**config.mk**
```make
export PLATFORM = sky130hd
export DESIGN_NAME = buffer_release_tracker_top
export DESIGN_NICKNAME = d
export VERILOG_FILES = /design/src/hdl/brt_pkg.sv /design/src/hdl/buffer_release_tracker_top.sv
export SDC_FILE = /design/constraint.sdc
export NUM_CORES = 2
export LEC_CHECK = 0
export BUFFER_PORTS_ARGS = -buffer_cell sky130_fd_sc_hd__buf_2
export CORE_UTILIZATION = 30
export DETAILED_ROUTE_END_ITERATION = 8
export GPL_ROUTABILITY_DRIVEN = 0
export PLACE_DENSITY = 0.45
export RECOVER_POWER = 25
export SYNTH_ARGS = -nofsm -noshare
export SYNTH_HDL_FRONTEND = slang
export SYNTH_SLANG_ARGS = --single-unit
export TNS_END_PERCENT = 5
```
**constraint.sdc**
```tcl
create_clock -name clock -period 28 [get_ports clock]
set_input_delay 8.4 -clock clock [delete_from_list [all_inputs] [get_ports clock]]
set_output_delay 8.4 -clock clock [all_outputs]
set_load 0.02 [all_outputs]
```
**src/hdl/brt_pkg.sv**
```systemverilog
// ----------------------------------------------------------------------------
// Buffer release tracker package
// Shared constants and codes for the buffer release tracker.
// ----------------------------------------------------------------------------
package brt_pkg;

   localparam int TableEntries = 16;
   localparam int MaxConsumers = 8;
   localparam logic [31:0] TimeoutReset = 32'd1000;

   localparam logic [1:0] REQ_REGISTER   = 2'd0;
   localparam logic [1:0] REQ_RELEASE    = 2'd1;
   localparam logic [1:0] REQ_TICK       = 2'd2;
   localparam logic [1:0] REQ_DISCONNECT = 2'd3;

   localparam logic [2:0] RSP_REGISTERED = 3'd0;
   localparam logic [2:0] RSP_REJECTED   = 3'd1;
   localparam logic [2:0] RSP_PENDING    = 3'd2;
   localparam logic [2:0] RSP_UNKNOWN    = 3'd3;
   localparam logic [2:0] RSP_DUPLICATE  = 3'd4;
   localparam logic [2:0] RSP_RECLAIM    = 3'd5;
   localparam logic [2:0] RSP_DONE       = 3'd6;

   localparam logic [1:0] ST_OK      = 2'd0;
   localparam logic [1:0] ST_TIMEOUT = 2'd1;
   localparam logic [1:0] ST_DISCONN = 2'd2;

   function automatic logic [3:0] popcount8(input logic [7:0] v);
      logic [3:0] n;
      n = 4'd0;
      for (int i = 0; i < 8; i++) n = n + {3'd0, v[i]};
      return n;
   endfunction

endpackage

```
**src/hdl/buffer_release_tracker_top.sv**
```systemverilog
// ----------------------------------------------------------------------------
// Buffer release tracker
// Table of pending frame buffers with per-consumer release tracking and timeout.
// ----------------------------------------------------------------------------
// Usage: requests enter on the req_ stream (one transaction per item), results
// leave on the rsp_ stream; rsp_tlast marks the final result of an item. The
// user must write the timeout register through csr_ only while the block is
// idle; the block itself does not enforce this. The table lives in a
// synchronous memory with one read port, so each item is processed by a
// sequencer that visits the slots one per cycle; a tick or disconnect scan
// pauses while a reclaim waits on a stalled receiver. Register and release
// items search all slots and return one result after the scan; an entry that
// the item changes is written back in state S_OUT, which follows S_FINISH.
// Tick and disconnect items scan every slot, emitting a reclaim for each
// finished entry as its slot is visited, and offer the done result after the
// scan. The next item is accepted only in S_IDLE with no result pending; one
// item is handled at a time.
// Reset clears all valid bits and the timeout register to 1000; the entry
// memories are not cleared. When the receiver stalls, the scan and the input
// wait with the pending result held in the output register.
// ----------------------------------------------------------------------------
module buffer_release_tracker_top #(
   parameter int TABLE_ENTRIES = brt_pkg::TableEntries
) (
   input  logic         clock,
   input  logic         reset,
   input  logic         req_tvalid,
   output logic         req_tready,
   // tdata: stream key[31:0], frame number[95:32], buffer key[127:96],
   // consumer index[130:128], consumer mask[138:131], zero fill to 144
   input  logic [143:0] req_tdata,
   // tuser: req_type
   input  logic [1:0]   req_tuser,
   output logic         rsp_tvalid,
   input  logic         rsp_tready,
   // tdata: reclaim_status[1:0], out_stream[33:2], out_frame[97:34],
   // out_buffer[129:98], expected_count[133:130], observed_count[137:134],
   // pending_count[142:138], zero fill to 144
   output logic [143:0] rsp_tdata,
   // tuser: resp_code
   output logic [2:0]   rsp_tuser,
   output logic         rsp_tlast,
   input  logic         csr_valid,
   output logic         csr_ready,
   input  logic [31:0]  csr_data
);
   localparam int IW = (TABLE_ENTRIES > 1) ? $clog2(TABLE_ENTRIES) : 1;
   localparam int CW = $clog2(TABLE_ENTRIES + 1);

   typedef enum logic [2:0] {S_IDLE, S_SCAN, S_WAIT, S_FINISH, S_OUT}
      state_type;
   typedef logic [32+64+32+8+8+32-1:0] entry_type;

   // Entry memory: stream, frame, buffer, expected, released, ticks.
   entry_type mem [TABLE_ENTRIES];
   entry_type rd_ff;
   logic [IW-1:0] raddr;
   logic          rd_en;
   logic          we;
   logic [IW-1:0] waddr;
   entry_type     wdata;
   entry_type     wb_ff;

   always_ff @(posedge clock) begin
      if (we) mem[waddr] <= wdata;
      if (rd_en) rd_ff <= mem[raddr];
   end

   logic [TABLE_ENTRIES-1:0] valid_ff, valid_in;
   logic [31:0] tmo_ff;
   state_type state_ff;
   logic [IW:0] idx_ff;     // next address to read
   logic [IW-1:0] cur_ff;   // address whose data is in rd_ff
   logic rdv_ff;
   logic [1:0] typ_ff;
   logic [31:0] s_ff, b_ff;
   logic [63:0] f_ff;
   logic [7:0] cbit_ff, mask_ff;
   logic found_ff;
   logic [IW-1:0] hit_ff;
   entry_type hit_data_ff;
   logic [143:0] od_ff;
   logic [2:0] oc_ff;
   logic ol_ff, ov_ff;

   assign req_tready = (state_ff == S_IDLE) && !ov_ff;
   assign csr_ready  = 1'b1;
   assign rsp_tvalid = ov_ff;
   assign rsp_tdata  = od_ff;
   assign rsp_tuser  = oc_ff;
   assign rsp_tlast  = ol_ff;

   // Entry fields of the current read.
   logic [31:0] e_s, e_b, e_t;
   logic [63:0] e_f;
   logic [7:0] e_x, e_r;
   assign {e_s, e_f, e_b, e_x, e_r, e_t} = rd_ff;

   logic [CW-1:0] live;
   always_comb begin
      live = '0;
      for (int i = 0; i < TABLE_ENTRIES; i++) live = live + CW'(valid_ff[i]);
   end

   function automatic logic [143:0] pack(input logic [1:0] st, input logic [31:0] s,
         input logic [63:0] f, input logic [31:0] b, input logic [7:0] x,
         input logic [7:0] r, input logic [CW-1:0] p);
      return {1'b0, 5'(p), brt_pkg::popcount8(r), brt_pkg::popcount8(x), b, f, s, st};
   endfunction

   // Scan-step decision for tick and disconnect.
   logic [31:0] t_new;
   logic [7:0] r_new;
   logic recl;
   always_comb begin
      t_new = (e_t != 32'd0) ? e_t - 32'd1 : 32'd0;
      r_new = e_r | (e_x & cbit_ff);
      recl = (typ_ff == brt_pkg::REQ_TICK) ? (t_new == 32'd0) : (r_new == e_x);
   end

   logic stepv;
   assign stepv = rdv_ff && valid_ff[cur_ff];
   logic [IW-1:0] lowfree;
   logic anyfree;
   always_comb begin
      lowfree = '0;
      anyfree = 1'b0;
      for (int i = TABLE_ENTRIES - 1; i >= 0; i--)
         if (!valid_ff[i]) begin
            lowfree = IW'(i);
            anyfree = 1'b1;
         end
   end

   logic scan_mode;
   assign scan_mode = typ_ff[1];
   // The scan pauses while a reclaim waits in the output register.
   logic stall;
   assign stall = scan_mode && ov_ff && !rsp_tready;
   logic emit_recl;
   assign emit_recl = (state_ff == S_SCAN) && stepv && scan_mode && !stall && recl;

   assign raddr = idx_ff[IW-1:0];
   // A stalled scan keeps the entry of the current slot in the read register.
   assign rd_en = !stall;

   logic [7:0] hx, hr;
   assign hx = hit_data_ff[47:40];
   assign hr = hit_data_ff[39:32];
   logic [7:0] hr_new;
   assign hr_new = hr | cbit_ff;

   always_comb begin
      we = 1'b0;
      waddr = cur_ff;
      wdata = wb_ff;
      valid_in = valid_ff;
      if (state_ff == S_SCAN && stepv && scan_mode && !stall) begin
         we = 1'b1;
         wdata = (typ_ff == brt_pkg::REQ_TICK) ? {e_s, e_f, e_b, e_x, e_r, t_new}
                                               : {e_s, e_f, e_b, e_x, r_new, e_t};
         if (recl) valid_in[cur_ff] = 1'b0;
      end else if (state_ff == S_OUT) begin
         // Write-back of register and release updates.
         we = 1'b1;
      end
   end

   always_ff @(posedge clock) begin
      if (reset) begin
         state_ff <= S_IDLE;
         valid_ff <= '0;
         tmo_ff <= brt_pkg::TimeoutReset;
         ov_ff <= 1'b0;
         rdv_ff <= 1'b0;
      end else begin
         if (csr_valid) tmo_ff <= csr_data;
         if (ov_ff && rsp_tready && !emit_recl) ov_ff <= 1'b0;
         case (state_ff)
            S_IDLE: begin
               rdv_ff <= 1'b0;
               if (req_tvalid && req_tready) begin
                  typ_ff  <= req_tuser;
                  s_ff    <= req_tdata[31:0];
                  f_ff    <= req_tdata[95:32];
                  b_ff    <= req_tdata[127:96];
                  cbit_ff <= 8'(9'd1 << req_tdata[130:128]);
                  mask_ff <= req_tdata[138:131];
                  found_ff <= 1'b0;
                  idx_ff <= '0;
                  state_ff <= S_SCAN;
               end
            end
            S_SCAN: begin
               if (!stall) begin
                  if (idx_ff < (IW+1)'(TABLE_ENTRIES)) begin
                     idx_ff <= idx_ff + 1'b1;
                     cur_ff <= idx_ff[IW-1:0];
                     rdv_ff <= 1'b1;
                  end else begin
                     rdv_ff <= 1'b0;
                  end
                  if (stepv) begin
                     if (scan_mode) begin
                        if (recl) begin
                           ov_ff <= 1'b1;
                           oc_ff <= brt_pkg::RSP_RECLAIM;
                           ol_ff <= 1'b0;
                           od_ff <= pack((typ_ff == brt_pkg::REQ_TICK) ?
                              brt_pkg::ST_TIMEOUT : brt_pkg::ST_DISCONN, e_s, e_f,
                              e_b, e_x, (typ_ff == brt_pkg::REQ_TICK) ? e_r : r_new,
                              live - 1'b1);
                        end
                     end else if (e_s == s_ff && e_f == f_ff && e_b == b_ff) begin
                        found_ff <= 1'b1;
                        hit_ff <= cur_ff;
                        hit_data_ff <= rd_ff;
                     end
                  end
                  if (!rdv_ff && idx_ff == (IW+1)'(TABLE_ENTRIES))
                     state_ff <= S_WAIT;
               end
            end
            S_WAIT: state_ff <= S_FINISH;
            S_FINISH: begin
               if (!ov_ff) begin
                  ov_ff <= 1'b1;
                  ol_ff <= 1'b1;
                  state_ff <= S_IDLE;
                  case (typ_ff)
                     brt_pkg::REQ_REGISTER: begin
                        if (mask_ff == 8'd0 || found_ff || !anyfree) begin
                           oc_ff <= brt_pkg::RSP_REJECTED;
                           od_ff <= pack(brt_pkg::ST_OK, s_ff, f_ff, b_ff, 8'd0, 8'd0, live);
                        end else begin
                           oc_ff <= brt_pkg::RSP_REGISTERED;
                           valid_ff[lowfree] <= 1'b1;
                           od_ff <= pack(brt_pkg::ST_OK, s_ff, f_ff, b_ff, mask_ff, 8'd0,
                                         live + 1'b1);
                           state_ff <= S_OUT;
                           cur_ff <= lowfree;
                        end
                     end
                     brt_pkg::REQ_RELEASE: begin
                        if (!found_ff) begin
                           oc_ff <= brt_pkg::RSP_UNKNOWN;
                           od_ff <= pack(brt_pkg::ST_OK, s_ff, f_ff, b_ff, 8'd0, 8'd0, live);
                        end else if ((hx & cbit_ff) == 8'd0) begin
                           oc_ff <= brt_pkg::RSP_UNKNOWN;
                           od_ff <= pack(brt_pkg::ST_OK, s_ff, f_ff, b_ff, hx, hr, live);
                        end else if ((hr & cbit_ff) != 8'd0) begin
                           oc_ff <= brt_pkg::RSP_DUPLICATE;
                           od_ff <= pack(brt_pkg::ST_OK, s_ff, f_ff, b_ff, hx, hr, live);
                        end else begin
                           state_ff <= S_OUT;
                           cur_ff <= hit_ff;
                           if (hr_new == hx) begin
                              valid_ff[hit_ff] <= 1'b0;
                              oc_ff <= brt_pkg::RSP_RECLAIM;
                              od_ff <= pack(brt_pkg::ST_OK, s_ff, f_ff, b_ff, hx, hr_new,
                                            live - 1'b1);
                           end else begin
                              oc_ff <= brt_pkg::RSP_PENDING;
                              od_ff <= pack(brt_pkg::ST_OK, s_ff, f_ff, b_ff, hx, hr_new, live);
                           end
                        end
                     end
                     default: begin
                        oc_ff <= brt_pkg::RSP_DONE;
                        od_ff <= pack(brt_pkg::ST_OK, 32'd0, 64'd0, 32'd0, 8'd0, 8'd0, live);
                     end
                  endcase
               end
            end
            S_OUT: state_ff <= S_IDLE;
            default: state_ff <= S_IDLE;
         endcase
         if (state_ff == S_SCAN) valid_ff <= valid_in;
      end
   end

   // Write-back data of register and release updates, captured in S_FINISH and written in S_OUT.
   always_ff @(posedge clock) begin
      if (state_ff == S_FINISH)
         wb_ff <= (typ_ff == brt_pkg::REQ_REGISTER) ?
            {s_ff, f_ff, b_ff, mask_ff, 8'd0, tmo_ff} :
            {hit_data_ff[175:40], hr_new, hit_data_ff[31:0]};
   end

`ifndef ASSERT_OFF
   a_rsp_hold: assert property (@(posedge clock) disable iff (reset)
      rsp_tvalid && !rsp_tready |=> rsp_tvalid) else $error("result dropped");
   a_idle_ready: assert property (@(posedge clock) disable iff (reset)
      req_tready |-> !rsp_tvalid) else $error("accept with pending result");
   a_count: assert property (@(posedge clock) disable iff (reset)
      live <= CW'(TABLE_ENTRIES)) else $error("count overflow");
`endif
endmodule

```
==> impl_metrics.tcl <==
set metrics [dict create \
    first_pass_iters 9 \
    p_leak_nw 52.0 \
    synth_compound_area_share_pct 1.83 \
    hold_path.class "reg -> reg" \
    grt.overflow.total 0 \
    dp_hpwl_um 243000 \
    syn_inst 6724 \
    ios 334 \
    start_util_pct 30.1 \
    crit_type "in -> reg" \
    total_power_mw 13.0 \
    nets 7591 \
    status "finished with violations" \
    drtIter0Drc 6922 \
    insertion_delay_ns 1.00 \
    fillers 44800 \
    synthAdderAreaFrac_pct 0.723 \
    post_cts_resize_count 0 \
    tritoncts "built" \
    yosys_warnings 0 \
    use_met2_pct 29.8 \
    post-route-util_pct 34.9 \
    die-area_um2 484000 \
    yosys.area_share.simple_pct 2.37 \
    tns_ns 0 \
    grt_max_degree 124 \
    use_met1_pct 23.6 \
    violations "DRC, capacitance limit, slew limit" \
    synth.top_cell.area_share_pct 76.0 \
    worstMarginPinSlew_ns 8.62 \
    cts_inserted_buffers 404 \
    synth-edff-count 3651 \
    synth_area_leaders "edfxtp_1, mux4_2, mux2_2" \
    fmax_ghz 0.0638 \
    slowest_stage "clkbuf_1" \
    avgSynthCellArea_um2 21.5 \
    ctsRootBufferMaster "clkbuf_16" \
    postCtsSetupBuffers 0 \
    synth_seq_area_share_pct 76.7 \
    dp_slack_ns 13.79 \
    rsz0062_at_grt "false" \
    async_flop_share_pct 0 \
    finClkSkew_ns 0.0847 \
    wl_per_cell_um 30.3 \
    drc 12 \
    grt.total_usage_pct 17.4 \
    fin_crit_ns 15.68 \
    crit_buf_inv 7 \
    required_ns 28.58 \
    synthMuxAreaShare_pct 16.4 \
    io_buffers 326 \
    hold_buffers 0 \
    setup_viol 0 \
    max-slew-margin-rel_pct -475 \
    use_met3_pct 2.25 \
    grt_pass1_wl_um 593000 \
    start_kind "primary input" \
    ant_nets 0 \
    arrival_ns 16.25 \
    cts.clk_slew.worst_paths_ns 0.06 \
    yosys_most_used_dff "edfxtp_1" \
    crit_path_max_fanout 49 \
    report.final.slew_viol_count 1269 \
    num_vias 70500 \
    cp.depth 12 \
    clockBufferDepth 4 \
    vias_per_cell 5.01 \
    drive_gt1_share_pct 27.2 \
    powerDensity_nw_per_um2 77.7 \
    coreArea_um2 479000 \
    yosys.area.top_type "edfxtp_1" \
    die_w_um 695 \
    ctsHtreeMaxLevel 5 \
    synth-seq-cells 3704 \
    slowest_delay_ns 2.29 \
    min_period_over_period_pct 56.0 \
    vdd_drop_max_uv 55.1 \
    setup_slack_ns 12.32 \
    synth_xor_area_share_pct 0.813 \
    rows 254 \
    grt_pass1_vias 74000 \
    hold-worst-slack_ns 0.449 \
    die_h_um 695 \
    synth_top_family_by_area "multiplexers" \
    synth_cell_types 83 \
    synth_nets 6970 \
    syn2layout_area_growth_pct 15.6 \
    antenna_found_initial 30 \
    worst_setup_path_end_kind "flip-flop" \
    clock-sinks 3704 \
    critical_path.top_delay_family "buffers and inverters" \
    hold_depth 0 \
    busiest_layer "met2" \
    critPathMostFrequentCell "buf_4" \
    rr_worst_depth 8 \
    final-hold-violation-count 0 \
    path_cells "buf_2, nand3b_1, clkbuf_1, nand4_1, clkbuf_1, nand2_1, nand2_1, nor2_4, buf_4, buf_4, buf_4, buf_4" \
    netlist_area_um2 144000 \
    wl_um 427000 \
    maxCapViolations 31 \
]
state kept, by name, indices dropped and copies added (netlist names), 32 cells and up:
register,count
b_ff,32
f_ff,64
hit_data_ff,176
mem,2816
rd_ff,176
rsp_tdata,143
s_ff,32
tmo_ff,32
wb_ff,176
stage by stage:
| stage | cell area [um2] | std cells |
|---|---|---|
| 2_1_floorplan | 144000 | 6724 |
| 3_3_place_gp | 155000 | 13300 |
| 3_5_place_dp | 155000 | 13300 |
| 4_1_cts | 167000 | 14100 |
| 5_1_grt | 167000 | 14100 |
| 6_report | 167000 | 14100 |
synth_stat cells (all sizes together), types with 15 or more instances:
cell type  instances
a21oi             57
a22oi             19
a31oi             18
buf               87
clkbuf           246
dfxtp             53
edfxtp          3651
fa                34
ha                29
inv              101
mux2             286
mux2i             45
mux4             885
nand2            352
nand3             28
nand4             33
nor2             146
nor3              58
nor4              39
o21ai            226
o31ai             15
xnor2             50
xor2              84
placed cells by master, fill, tap and decap left out, types with 130 or more instances in the layout:
cell type     n
mux2_2      280
edfxtp_1   3651
clkbuf_1    288
nor2_1      130
buf_4       146
buf_2       187
nand2_1     351
clkbuf_16   409
mux4_2      885
o21ai_0     221
power by group:
group / switching (mW) / internal (mW) / total, mW
clock: 2.23 / 2.91 / 5.14
combinational: 0.816 / 0.542 / 1.36
sequential: 0.187 / 6.29 / 6.47
cell families (layout without fill, tap and decap cells):
| kind of cell | count (synthesis) | after routing |
|---|---|---|
| compound gates | 434 | 434 |
| xor+xnor | 134 | 134 |
| fa+ha+maj | 63 | 63 |
| buf+inv | 435 | 1374 |
| flops | 3704 | 3704 |
| mux | 1216 | 1216 |
| other cells | 2 | 9 |
| simple gates | 736 | 736 |
final timing paths:
kind	end	slack (ns)	start
hold / removal	hit_data_ff[84]	0.45	rd_ff[84]
hold reg to reg	hit_data_ff[84]	0.45	rd_ff[84]
setup / recovery	mem[3][110]	12.32	rsp_tready
setup reg to reg	rsp_tdata[48]	15.14	state_ff[0]
per-layer routing:
metal	wire length [um]	part of all wire [%]	up-vias
met3	20500	4.8	515
met4	9600	2.2	2
met5	13	0.0030	-
li1	-	-	29200
met1	184000	43	38900
met2	213000	50	1994
cell type report:
type	count	area (um2)	area share (%)
flip-flops and latches	3704	111000	66.3
clock inverters	225	2010	1.21
inverters	102	385	0.231
well taps	6400	8010	4.80
repair buffers	548	3120	1.87
diodes	7	17.5	0.0105
clock buffers	499	10600	6.34
multi-input cells	2585	32000	19.2
(Power assumes the default switching activity.)
